`src/rtl/fbc_pkg.sv`:
```
package fbc_pkg;

  localparam int COORD_BITS     = 16;
  localparam int COEF_BITS      = 16;
  localparam int COEF_FRAC_BITS = 14;
  localparam int NUM_PLANES     = 6;
  localparam int NUM_AXES       = 3;
  localparam int NUM_CORNERS    = 8;
  localparam int CFG_DATA_BITS  = 4 * COEF_BITS;
  localparam int CFG_IDX_BITS   = 3;
  localparam int PROD_BITS      = COORD_BITS + COEF_BITS;
  localparam int DSH_BITS       = COEF_BITS + COEF_FRAC_BITS;
  localparam int SUM_BITS       = ((PROD_BITS > DSH_BITS) ? PROD_BITS : DSH_BITS) + 2;

  // register indexes
  localparam logic [CFG_IDX_BITS-1:0] REG_PLANE_NEAR   = 3'd0;
  localparam logic [CFG_IDX_BITS-1:0] REG_PLANE_FAR    = 3'd1;
  localparam logic [CFG_IDX_BITS-1:0] REG_PLANE_LEFT   = 3'd2;
  localparam logic [CFG_IDX_BITS-1:0] REG_PLANE_RIGHT  = 3'd3;
  localparam logic [CFG_IDX_BITS-1:0] REG_PLANE_TOP    = 3'd4;
  localparam logic [CFG_IDX_BITS-1:0] REG_PLANE_BOTTOM = 3'd5;

  typedef enum logic [1:0] {
    CONT_DISJOINT   = 2'd0,
    CONT_INTERSECTS = 2'd1,
    CONT_CONTAINS   = 2'd2
  } contain_t;

  typedef logic signed [COORD_BITS-1:0] coord_t;
  typedef logic signed [COEF_BITS-1:0]  coef_t;
  typedef logic signed [PROD_BITS-1:0]  prod_t;

  // a in the low bits
  typedef struct packed {
    coef_t d;
    coef_t c;
    coef_t b;
    coef_t a;
  } plane_t;

  typedef struct packed {
    coord_t [NUM_AXES-1:0] hi;
    coord_t [NUM_AXES-1:0] lo;
  } box_t;

  typedef struct packed {
    prod_t hi;
    prod_t lo;
  } prod_pair_t;

  typedef prod_pair_t [NUM_AXES-1:0] plane_prods_t;

endpackage

```
`src/rtl/fbc_plane_regs.sv`:
```
module fbc_plane_regs (
  input  logic                                 clk,
  input  logic                                 rst,
  input  logic                                 cfg_we,
  input  logic [fbc_pkg::CFG_IDX_BITS-1:0]     cfg_index,
  input  logic [fbc_pkg::CFG_DATA_BITS-1:0]    cfg_data,
  output fbc_pkg::plane_t                      planes [fbc_pkg::NUM_PLANES]
);

  always_ff @(posedge clk) begin
    if (rst) begin
      for (int p = 0; p < fbc_pkg::NUM_PLANES; p++) begin
        planes[p] <= '0;
      end
    end else if (cfg_we) begin
      case (cfg_index)
        fbc_pkg::REG_PLANE_NEAR:
          planes[fbc_pkg::REG_PLANE_NEAR] <= fbc_pkg::plane_t'(cfg_data);
        fbc_pkg::REG_PLANE_FAR:
          planes[fbc_pkg::REG_PLANE_FAR] <= fbc_pkg::plane_t'(cfg_data);
        fbc_pkg::REG_PLANE_LEFT:
          planes[fbc_pkg::REG_PLANE_LEFT] <= fbc_pkg::plane_t'(cfg_data);
        fbc_pkg::REG_PLANE_RIGHT:
          planes[fbc_pkg::REG_PLANE_RIGHT] <= fbc_pkg::plane_t'(cfg_data);
        fbc_pkg::REG_PLANE_TOP:
          planes[fbc_pkg::REG_PLANE_TOP] <= fbc_pkg::plane_t'(cfg_data);
        fbc_pkg::REG_PLANE_BOTTOM:
          planes[fbc_pkg::REG_PLANE_BOTTOM] <= fbc_pkg::plane_t'(cfg_data);
        default: begin
          // unused index, write dropped
        end
      endcase
    end
  end

endmodule

```
`config.mk`:
```
export PLATFORM = sky130hd
export DESIGN_NAME = fbc_plane_regs
export DESIGN_NICKNAME = d
export VERILOG_FILES = /design/src/rtl/fbc_pkg.sv /design/src/rtl/fbc_plane_regs.sv
export SDC_FILE = /design/constraint.sdc
export NUM_CORES = 1
export LEC_CHECK = 0
export BUFFER_PORTS_ARGS = -buffer_cell sky130_fd_sc_hd__buf_2
export CAP_MARGIN = 20
export CORE_MARGIN = 5
export CORE_UTILIZATION = 42
export DETAILED_ROUTE_END_ITERATION = 6
export HOLD_SLACK_MARGIN = 0.02
export PLACE_DENSITY_LB_ADDON = 0.12
export RECOVER_POWER = 50
export SLEW_MARGIN = 10
export SYNTH_ARGS = -nofsm -noshare
export SYNTH_HDL_FRONTEND = slang
export SYNTH_SLANG_ARGS = --single-unit
```
`constraint.sdc`:
```
create_clock -name clk -period 2.9 [get_ports clk]
set_input_delay 0 -clock clk [delete_from_list [all_inputs] [get_ports clk]]
set_output_delay 0 -clock clk [all_outputs]
set_load 0.03 [all_outputs]
```
==> metrics.yaml <==
status: "complete, but fails checks"
violations: "capacitance limit, slew limit"
first_global_vias: 11100
fp-row-count: 68
rsz0062_at_grt: "false"
total_power_mw: 11.5
largest_registers: "planes: 384 flops"
powerDensity_nw_per_um2: 598
postSynthAreaPerCell_um2: 11.3
multi_input_area_um2: 6780
antenna_found_initial: 1
gp_congestion: 0.768
start_kind: "input pin"
wl_um: 44200
finalClockSkew_ns: 0
postLayoutCellArea_um2: 19300
cts-root-buf: "clkbuf_16"
io_pins: 454
yosysTopAreaCell: "dfxtp_1"
synth.cells.most_frequent: "nand2b_1, dfxtp_1, mux2i_1"
port_buffers: 453
ir_worst_vdd_v: 0.000421
seq_power_share_pct: 47.3
instances_no_fill: 2280
syn_nets: 1387
swShare_pct: 23.6
p_clk_share_pct: 43.8
nFillCells: 3131
worstPathArrival_ns: 2.18
synth_edf_count: 0
yosys_warnings: 0
synthCells: 1317
vias: 10900
slew-limit-headroom_pct: -29.0
fmax_ghz: 0.536
largest_register: "planes"
synth_area_um2: 14800
yosysMostFrequentCell: "nand2b_1"
wl_per_cell_um: 19.4
clk_path_buf_depth: 3
end_kind: "register"
clk_pin_slew_ns: 0.06
clk-insertion-delay-late_ns: 0.50
drc_errors: 0
viasPerCell: 4.78
worst_pin_slew_ns: 1.94
path_max_fanout: 48
layout.nets: 1870
finalHoldViolCount: 0
regArea_um2: 7690
area_growth_pct: 30.0
yosysSeqAreaShare_pct: 51.8
gr-total-overflow: 0
synth_cell_type_count: 13
cap_violations: 1
period_minus_slack_ns: 1.87
cts.sinks: 384
postCtsSetupRepairBufs: 0
ant_nets: 0
cts_buffers: 41
final_max_slew_viol_count: 49
p_switching_mw: 2.73
finalSetupViolations: 0
dieHeight_um: 198
track_usage_pct: 21.3
place_area_um2: 17500
p_comb_share_pct: 8.9
final_core_util_pct: 55.6
synth_area_leaders: "dfxtp_1, mux2i_1, nand2b_1, buf_2, clkbuf_1"
leakagePower_nw: 10.0
p_int_mw: 8.80
dp_slack_ns: 0.989
drtIter0Drc: 357
dr.pass1.iters: 4
hp-class: "input pin to register"
ys_ff_latch: 384
fin_tns_setup_ns: 0
design.core.area_um2: 34700
worstSetupPathType: "input pin to register"
num_antenna_cells: 0
grt_pass1_wl_um: 66300
initial_core_util_pct: 42.7
synthArstFlopShare_pct: 0
dp_hpwl_um: 30000
cts_tree: "done"
worstPathRequired_ns: 3.21
dieArea_um2: 39200
finalWorstSetupSlack_ns: 1.03
synth-main-ff-cell: "dfxtp_1"
synth.top_cell.area_share_pct: 51.8
finalCritPeriodShare_pct: 64.4
holdWs_ns: 0.0221
dp_cells: 2151
grt_max_degree: 91
drive_gt1_share_pct: 24.9
largest_reg_flops: 384
die_x_um: 198
htree_num_levels: 2
[area by class of cell]
| type | instances | area share, % |
|---|---|---|
| Clock buffer | 59 | 6.19 |
| Clock inverter | 9 | 0.493 |
| Multi-Input combinational cell | 840 | 35.2 |
| Sequential cell | 384 | 39.8 |
| Tap cell | 455 | 2.95 |
| Timing Repair Buffer | 533 | 15.4 |
[kinds of logic (layout without fill, tap and decap cells)]
logic type / count (synthesis) / in the layout / synth area share, %
and+or+nand+nor: 456 / 456 / 19.4
muxes: 384 / 384 / 25.9
DFF: 384 / 384 / 51.8
buffers and inverters: 93 / 601 / 2.85
[critical path, stage by stage]
cell and delay, ns:
clkbuf_1 0.29, nand4b_1 0.19, clkbuf_2 1.40, mux2i_1 0.25
[path summary, 6_finish.rpt]
kind | slack (ns) | start | cells after the start | endpoint
worst max-delay path | 1.03 | cfg_index[1] | 4 | planes[43]
worst min-delay path | 0.02 | cfg_data[47] | 3 | planes[111]
worst max register to register | 2.24 | planes[43] | 2 | planes[43]
worst min register to register | 0.47 | planes[111] | 2 | planes[111]
[routing by layer]
metal | track usage (%) | wire (µm) | vias to the layer above
li1 | - | - | 5305
met1 | 26.5 | 18600 | 5192
met2 | 36.0 | 20700 | 342
met3 | 7.16 | 3860 | 61
met4 | 5.15 | 1020 | 2
met5 | 0 | 13 | -
[placed cells by master (no fill, tap or decap)]
cell type and n:
clkbuf_2 2, dfxtp_1 384, buf_4 13, dlygate4sd3_1 61
nor4b_2 1, clkbuf_1 90, buf_12 4, clkbuf_16 41
or4b_1 1, bufinv_16 2, buf_2 371, clkbuf_8 10
mux2i_1 384, nand4b_1 2, nand2b_1 448, and4bb_2 1
clkinv_2 7, nand4bb_4 3
[power by group through the flow]
stage / registers (mW) / clock network [mW] / logic, mW
floorplan: 5.80 / 0 / 0.408
global placement: 5.57 / 0 / 0.967
detailed placement: 5.57 / 0 / 0.972
CTS: 5.45 / 5.17 / 1.04
global route: 5.47 / 5.40 / 1.09
finish: 5.46 / 5.05 / 1.02
[timing repair]
action	in CTS	in global routing
endpoints found under the hold margin	354	0
hold buffers	61	0
gates resized for setup	0	0
Note: power is estimated with default switching activity, not from simulation.
